[src/hw/rtl/arsc_delay.sv]
// Enabled shift-register delay line for payload alignment.
`default_nettype none

module arsc_delay #(
    parameter int W     = 8,
    parameter int DEPTH = 4
) (
    input  wire logic         clk,
    input  wire logic         en,
    input  wire logic [W-1:0] din,
    output logic      [W-1:0] dout
);

    logic [W-1:0] data_reg [0:DEPTH-1];

    always_ff @(posedge clk)
    begin
        if (en)
        begin
            data_reg[0] <= din;
            for (int i = 1; i < DEPTH; i++)
            begin
                data_reg[i] <= data_reg[i-1];
            end
        end
    end

    assign dout = data_reg[DEPTH-1];

endmodule

`default_nettype wire

[config.mk]
export PLATFORM = sky130hd
export DESIGN_NAME = arsc_delay
export DESIGN_NICKNAME = d
export VERILOG_FILES = /design/src/hw/rtl/arsc_delay.sv
export SDC_FILE = /design/constraint.sdc
export NUM_CORES = 1
export LEC_CHECK = 0
export ABC_CLOCK_PERIOD_IN_PS = 1400
export BUFFER_PORTS_ARGS = -buffer_cell sky130_fd_sc_hd__buf_2
export CAP_MARGIN = 20
export CORE_MARGIN = 3
export CORE_UTILIZATION = 50
export DETAILED_ROUTE_END_ITERATION = 8
export MAX_ROUTING_LAYER = met4
export PLACE_DENSITY_LB_ADDON = 0.05
export SETUP_SLACK_MARGIN = 0.5
export SLEW_MARGIN = 10
export SYNTH_ARGS = -nofsm -noshare
export SYNTH_HDL_FRONTEND = slang
export SYNTH_SLANG_ARGS = --single-unit
[constraint.sdc]
create_clock -name clk -period 1.4 [get_ports clk]
set_input_delay 0.28 -clock clk [delete_from_list [all_inputs] [get_ports clk]]
set_output_delay 0.28 -clock clk [all_outputs]
set_load 0.02 [all_outputs]
==> results.py <==
metrics = {
    "logic_synthesis": {
        "synth_common_cells": "edfxtp_1 (32)",
        "yosysSeqAreaShare_pct": 100,
        "synth_warnings": 0,
        "synth_top_area_share_pct": 100,
        "syn_area_per_cell_um2": 30.0,
        "async_flop_share_pct": 0,
        "synthCells": 32,
        "synth_area_um2": 961,
        "synth.most_common_cell": "edfxtp_1",
        "yosysTopAreaCell": "edfxtp_1",
        "synth_cell_types": 1,
        "syn_nets": 42,
        "ys_ff_latch": 32,
        "synth.area.top_cells": "edfxtp_1 (100%)",
        "synth-edff-count": 32,
        "synth_top_flop_cell": "edfxtp_1",
    },
    "global_route": {
        "grt_pass1_vias": 382,
        "overflow": 0,
        "grt_max_degree": 17,
        "grt_pass1_wl_um": 1510,
        "grt_antenna_before_repair": 0,
        "grt_usage_pct": 9.05,
    },
    "setup_path": {
        "cp.depth": 1,
        "worstSetupPathType": "reg2out",
        "cp_slowest_cell": "edfxtp_1",
        "crit_chain": "buf_2",
        "path_buf_inv": 1,
        "rr_worst_depth": 0,
        "cp-start-kind": "register",
        "cpPeakStageDelay_ps": 370,
        "cpLargestDelayFamily": "flip-flops",
        "worst_ep_arrival_time_ps": 830,
        "crit_fanout": 1,
        "crit_required_ps": 1120,
        "critPathCaptureType": "primary output",
    },
    "drt": {
        "drtIter0Drc": 4,
        "routed_wl_um": 880,
        "vias": 391,
        "post_drt_wl_per_cell_um": 10.5,
        "drtPass1Iterations": 2,
        "via_per_inst": 4.65,
        "drc_errors": 0,
        "detail-route-antenna-nets": 0,
    },
    "clocking": {
        "root_buffer": "clkbuf_4",
        "cts_max_level": 2,
        "clockBufferDepth": 2,
        "clk_pin_slew_ps": 80,
        "post-cts-setup-buffers": 0,
        "holdBufCountCts": 0,
        "clk_latency_ps": 300,
        "tritoncts": "yes",
        "cts_buffers": 5,
        "cts_sinks": 32,
    },
    "timing": {
        "fin_crit_sh_pct": 79.2,
        "slew_headroom_pct": 87.0,
        "fmax_mhz": 901,
        "setup_violations": 0,
        "rsz0062_at_grt": "true",
        "fin_tns_setup_ps": 0,
        "finClkSkew_ps": 3.74,
        "fin_ws_ps": 291,
        "fin_crit_ps": 1110,
        "tightestPinTransition_ps": 195,
        "hold_viol": 0,
        "drv_slew": 0,
    },
    "hold_path": {
        "hold_path_class": "in2reg",
        "hold_depth": 1,
    },
    "power": {
        "irDropWorstVdd_mv": 0.874,
        "p_int_uw": 1340,
        "pwr-share-comb_pct": 3.9,
        "clkPwrFrac_pct": 26.7,
        "seq_power_share_pct": 69.4,
        "p_switching_uw": 301,
        "p_leak_uw": 0.000421,
        "power.density_nw_per_um2": 1430,
        "swShare_pct": 18.3,
    },
    "die": {
        "die_h_um": 49.8,
        "core_region_area_um2": 1760,
        "die-area_um2": 2480,
        "num_rows": 15,
        "start_util_pct": 54.5,
        "die_w_um": 49.8,
        "pin_count": 18,
    },
    "finish": {
        "nMultiInputCombCells": 0,
        "area_delta_synth_final_pct": 20.1,
        "final_area_um2": 1150,
        "layout.nets": 68,
        "largest_reg_flops": 32,
        "multiInputGateArea_um2": 0,
        "fill_cells": 134,
        "drive_gt1_share_pct": 40.7,
        "antenna_cells": 0,
    },
    "run": {
        "maxCapViolCount": 0,
    },
    "placed_design": {
        "port_buffers": 17,
        "placed_cell_area_um2": 1090,
        "gp_congestion": 0.629,
        "pre_cts_ws_ps": 491,
    },
    "status": {
        "status": "finished clean",
    },
}
## layout by cell type, fill, tap and decap left out, drive strengths merged
cell type  netlist  routed
edfxtp          32      32
clkinv           0       1
clkbuf           0       7
buf              0      19
## layer usage
metal	up-vias	track usage, %	routed length (µm)
met5	-	-	0
met4	0	2.76	0
met3	0	7.25	83
met2	20	14.3	439
met1	190	8.12	357
li1	181	-	-
## path summary, 6_finish.rpt
check / from / end / slack, ps
setup / recovery: data_reg[3][3] / dout[3] / 290
hold / removal: din[0] / data_reg[0][0] / 150
setup reg to reg: data_reg[0][6] / data_reg[1][6] / 770
hold reg to reg: data_reg[2][0] / data_reg[3][0] / 420
## power by group through the flow
stage                     clock network [µW]  registers (µW)  logic, µW
after floorplan                            0            1180          0
after global placement                     0            1160       59.2
after detailed placement                   0            1160       62.0
after CTS                                464            1140       61.8
after global routing                     510            1150       69.0
final                                    440            1140       64.1
## final cells by class
type	count	area (µm²)	area share, %
timing repair buffer	19	113	9.76
tap	25	31.3	2.71
clock inverter	1	3.75	0.325
clock buffer	7	45.0	3.90
sequential	32	961	83.3
## what timing repair did
| item | in CTS | in global routing |
|---|---|---|
| setup endpoints to repair | 8 | 8 |
| resized for setup | 0 | 4 |
| endpoints found under the hold margin | 0 | 0 |
## metrics by stage
stage | std cells | total power [µW] | utilization, % | hold WS [ps]
final | 84 | 1650 | 65.4 | 152
after global routing | 84 | 1730 | 65.4 | 117
after CTS | 84 | 1670 | 64.7 | 138
after detailed placement | 76 | 1230 | 61.9 | 405
after global placement | 76 | 1220 | 61.9 | 403
after floorplan | 32 | 1180 | - | 379
## kinds of logic after synthesis
logic type | count (synthesis) | share of synthesized area (%)
DFF | 32 | 100
Power figures use the tool's default switching activity.
