==> src/hw/rtl/arsc_div.sv <==
// Pipelined restoring divider, one quotient bit per stage, quotient overflow flagged.
`default_nettype none

module arsc_div #(
    parameter int NW = 32,
    parameter int DW = 17,
    parameter int QW = 17
) (
    input  wire logic          clk,
    input  wire logic          en,
    input  wire logic [NW-1:0] num,
    input  wire logic [DW-1:0] den,
    output logic      [QW-1:0] quo,
    output logic               ovf
);

    localparam int CW = (NW > DW + QW) ? NW : DW + QW;

    logic [NW-1:0] rem_reg [0:QW-1];
    logic [DW-1:0] den_reg [0:QW-1];
    logic [QW-1:0] quo_reg [1:QW];
    logic          ovf_reg [0:QW];

    // stage 0: quotient does not fit in QW bits
    always_ff @(posedge clk)
    begin
        if (en)
        begin
            rem_reg[0] <= num;
            den_reg[0] <= den;
            ovf_reg[0] <= CW'(num) >= (CW'(den) << QW);
        end
    end

    for (genvar k = 1; k <= QW; k++)
    begin : g_stage
        localparam int B = QW - k;
        logic [CW-1:0] dsh;
        logic [CW-1:0] diff;
        logic          take;
        logic [QW-1:0] quo_in;
        logic [QW-1:0] quo_next;

        if (k == 1)
        begin : g_first
            assign quo_in = '0;
        end
        else
        begin : g_rest
            assign quo_in = quo_reg[k-1];
        end

        always_comb
        begin
            dsh         = CW'(den_reg[k-1]) << B;
            take        = CW'(rem_reg[k-1]) >= dsh;
            diff        = CW'(rem_reg[k-1]) - dsh;
            quo_next    = quo_in;
            quo_next[B] = take;
        end

        always_ff @(posedge clk)
        begin
            if (en)
            begin
                quo_reg[k] <= quo_next;
                ovf_reg[k] <= ovf_reg[k-1];
            end
        end

        if (k < QW)
        begin : g_carry
            always_ff @(posedge clk)
            begin
                if (en)
                begin
                    rem_reg[k] <= take ? diff[NW-1:0] : rem_reg[k-1];
                    den_reg[k] <= den_reg[k-1];
                end
            end
        end
    end

    assign quo = quo_reg[QW];
    assign ovf = ovf_reg[QW];

endmodule

`default_nettype wire

==> config.mk <==
export PLATFORM = sky130hd
export DESIGN_NAME = arsc_div
export DESIGN_NICKNAME = d
export VERILOG_FILES = /design/src/hw/rtl/arsc_div.sv
export SDC_FILE = /design/constraint.sdc
export NUM_CORES = 2
export LEC_CHECK = 0
export ABC_AREA = 0
export BUFFER_PORTS_ARGS = -buffer_cell sky130_fd_sc_hd__buf_2
export CORE_MARGIN = 2
export CORE_UTILIZATION = 55
export CTS_CLUSTER_DIAMETER = 100
export DETAILED_ROUTE_END_ITERATION = 16
export PLACE_DENSITY = 0.75
export SYNTH_ARGS = -nofsm -noshare
export SYNTH_HDL_FRONTEND = slang
export SYNTH_SLANG_ARGS = --single-unit
==> constraint.sdc <==
create_clock -name clk -period 6.8 [get_ports clk]
set_clock_uncertainty 0.2 [all_clocks]
set_input_delay 0.34 -clock clk [delete_from_list [all_inputs] [get_ports clk]]
set_output_delay 0.34 -clock clk [all_outputs]
set_load 0.02 [all_outputs]
==> flow_summary.json <==
{
  "grt_first_pass_wirelength_um": 157000,
  "synth_ff_type": "edfxtp_1",
  "cts_setup_buffers": 0,
  "async_reset_ff_share_pct": 0,
  "clock_sinks": 1004,
  "nFillCells": 6890,
  "grt_pass1_vias": 33200,
  "cts_root_buffer": "clkbuf_16",
  "drv_slew": 0,
  "cpMaxStageDelayCell": "a2111oi_0",
  "fin_nets": 4657,
  "netlist_instances": 4116,
  "placed_cells": 5317,
  "seq_area_frac_synth_pct": 59.3,
  "cap_viol_max_count": 0,
  "core_area_um2": 91700,
  "grt_antenna_before_repair": 0,
  "combPwrFrac_pct": 33.3,
  "p_int_uw": 14900,
  "worstSetupEndpointType": "flip-flop",
  "routed.top_layer": "met4",
  "min_path_type": "primary input to flip-flop",
  "synth_edf_count": 1004,
  "criticalPathCategory": "flip-flop to flip-flop",
  "rsz0062_at_grt": "no",
  "ys_ff_latch": 1004,
  "synth_cell_types": 95,
  "p_sw_share_pct": 32.6,
  "clk_pin_slew_ps": 60,
  "insertion_delay_ps": 700,
  "largest_reg_flops": 544,
  "place_ws_ps": 2990,
  "port_buffers": 68,
  "dr_wl_met3_um": 2910,
  "multi_input_comb_area_um2": 19000,
  "crit_fanout": 27,
  "ff_latch_area_um2": 30100,
  "ant_nets": 0,
  "avgViaCountPerCell": 5.76,
  "wl_um": 97200,
  "htree_num_levels": 3,
  "ctsResizeCount": 0,
  "clk_path_buf_depth": 3,
  "num_vias": 32000,
  "syn_nets": 4486,
  "seq_power_share_pct": 41.4,
  "ir_worst_vdd_mv": 0.245,
  "synth_top_area_cell": "edfxtp_1",
  "cts_made_buffers": 105,
  "hold_violations": 0,
  "status": "complete, no violations",
  "critical_path_required_ps": 7020,
  "wl_per_cell_um": 17.5,
  "tns_ps": 0,
  "ys_warn_count": 0,
  "grt.overflow.total": 0,
  "initial_core_util_pct": 55.5,
  "switchingPower_uw": 7210,
  "synth_common_cells": "edfxtp_1, inv_1, ha_1",
  "chipHeight_um": 308,
  "die_x_um": 308,
  "fin_crit_ps": 3870,
  "row_count": 111,
  "clkPwrFrac_pct": 25.2,
  "drc": 0,
  "drive_above_1_share_pct": 8.94,
  "dp_hpwl_um": 68700,
  "synth_most_common_cell": "edfxtp_1",
  "gr-usage-all-layers_pct": 20.5,
  "area_growth_pct": 11.0,
  "cp_cell_sequence": "ha_1 -> a2111oi_0 -> o21ai_0 -> a311oi_1 -> o211a_1 -> buf_4 -> mux2_2",
  "power.leakage_uw": 0.0218,
  "final_cells": 5558,
  "tightest_slew_ps": 1190,
  "cp-start-kind": "flip-flop",
  "place.gp.congestion": 0.942,
  "fin_crit_sh_pct": 56.9,
  "synth_area_leaders": "edfxtp_1, ha_1, xnor2_1",
  "finalWorstSetupSlack_ps": 2930,
  "p_per_area_nw_per_um2": 392,
  "io_pins": 69,
  "yosysTopAreaCellShare_pct": 59.3,
  "syn_area_um2": 50900,
  "crit_arrival_ps": 4090,
  "die-area_um2": 95000,
  "drt_iter0_drc": 1754,
  "setup_violations": 0,
  "antenna_cells": 0,
  "hold_buffers": 49,
  "dr_wl_met2_um": 55500,
  "met1Wirelength_um": 32700,
  "grt_start_max_net_pins": 189,
  "tritoncts": "yes",
  "slew-limit-headroom_pct": 20.8,
  "dr.pass1.iters": 7,
  "fmax_mhz": 258,
  "syn_area_per_cell_um2": 12.4,
  "slowest_delay_ps": 870
}
[worst paths after layout]
| path | start | end | slack (ps) | depth (start not counted) |
|---|---|---|---|---|
| worst max-delay path | rem_reg[0][497]$_DFFE_PP_ | rem_reg[0][517]$_DFFE_PP_ | 2930 | 7 |
| worst min-delay path | en | den_reg[0][13]$_DFFE_PP_ | 20 | 1 |
| worst max register to register | rem_reg[0][497]$_DFFE_PP_ | rem_reg[0][517]$_DFFE_PP_ | 2930 | 7 |
| worst min register to register | quo_reg[1][2]$_DFFE_PP_ | quo_reg[1][19]$_DFFE_PP_ | 210 | 0 |
[routing by layer]
layer	GRT usage (%)	vias up
met5	0	-
met4	12.5	0
met3	2.91	343
met2	42.5	696
met1	18.1	15300
li1	-	15700
[power groups by stage]
stage	combinational [uW]	sequential, uW	clock, uW
floorplan	5660	9050	0
global placement	7110	9240	0
detailed placement	7260	9270	0
CTS	7340	9150	5720
global route	8190	9290	5970
finish	7380	9170	5590
[per-stage QoR]
step | hold WS, ps | utilization [%] | instance area (um^2) | power [uW]
after floorplan | 200 | - | 50900 | 14700
after detailed placement | 205 | 57.4 | 52600 | 16500
after global placement | 200 | 57.4 | 52600 | 16300
final | 24.4 | 61.6 | 56500 | 22100
after CTS | 23.6 | 61.6 | 56500 | 22200
after global routing | 52.7 | 61.6 | 56500 | 23500
[critical path, delay by kind of cell (launching register included)]
| kind | cells | cell delay [ps] |
|---|---|---|
| buffers and inverters | 1 | 340 |
| adder cells (fa/ha/maj) | 1 | 390 |
| multiplexers | 1 | 380 |
| flip-flops | 1 | 400 |
| AO/OA/AOI/OAI | 4 | 1880 |
[layout by cell type (no fill, tap or decap), types with 58 or more instances in the layout]
cell / n
edfxtp_1: 1004
inv_1: 379
ha_1: 303
a21oi_1: 297
nand2_1: 251
nor2_1: 248
o21ai_0: 218
xnor2_1: 177
xor2_1: 134
a21o_1: 110
clkbuf_16: 105
mux2_2: 83
buf_2: 67
nor3_1: 61
nand3_1: 58
[layout make-up]
type                       instances  share of cell area [%]
tap                             1186                    2.63
clock inverter                    68                    1.22
multi-input combinational       2659                    33.6
timing repair buffer             137                    1.86
clock buffer                     124                    4.78
sequential                      1004                    53.4
inverter                         380                    2.52
[cells by family after synthesis]
| kind of cell | share of synthesized area, % |
|---|---|
| buffers and inverters | 3.47 |
| adder cells (fa/ha/maj) | 8.08 |
| multiplexers | 2.02 |
| flip-flops | 59.3 |
| AO/OA/AOI/OAI | 11.6 |
| XOR/XNOR | 5.35 |
| AND/OR/NAND/NOR | 10.2 |
(Power assumes the default switching activity.)
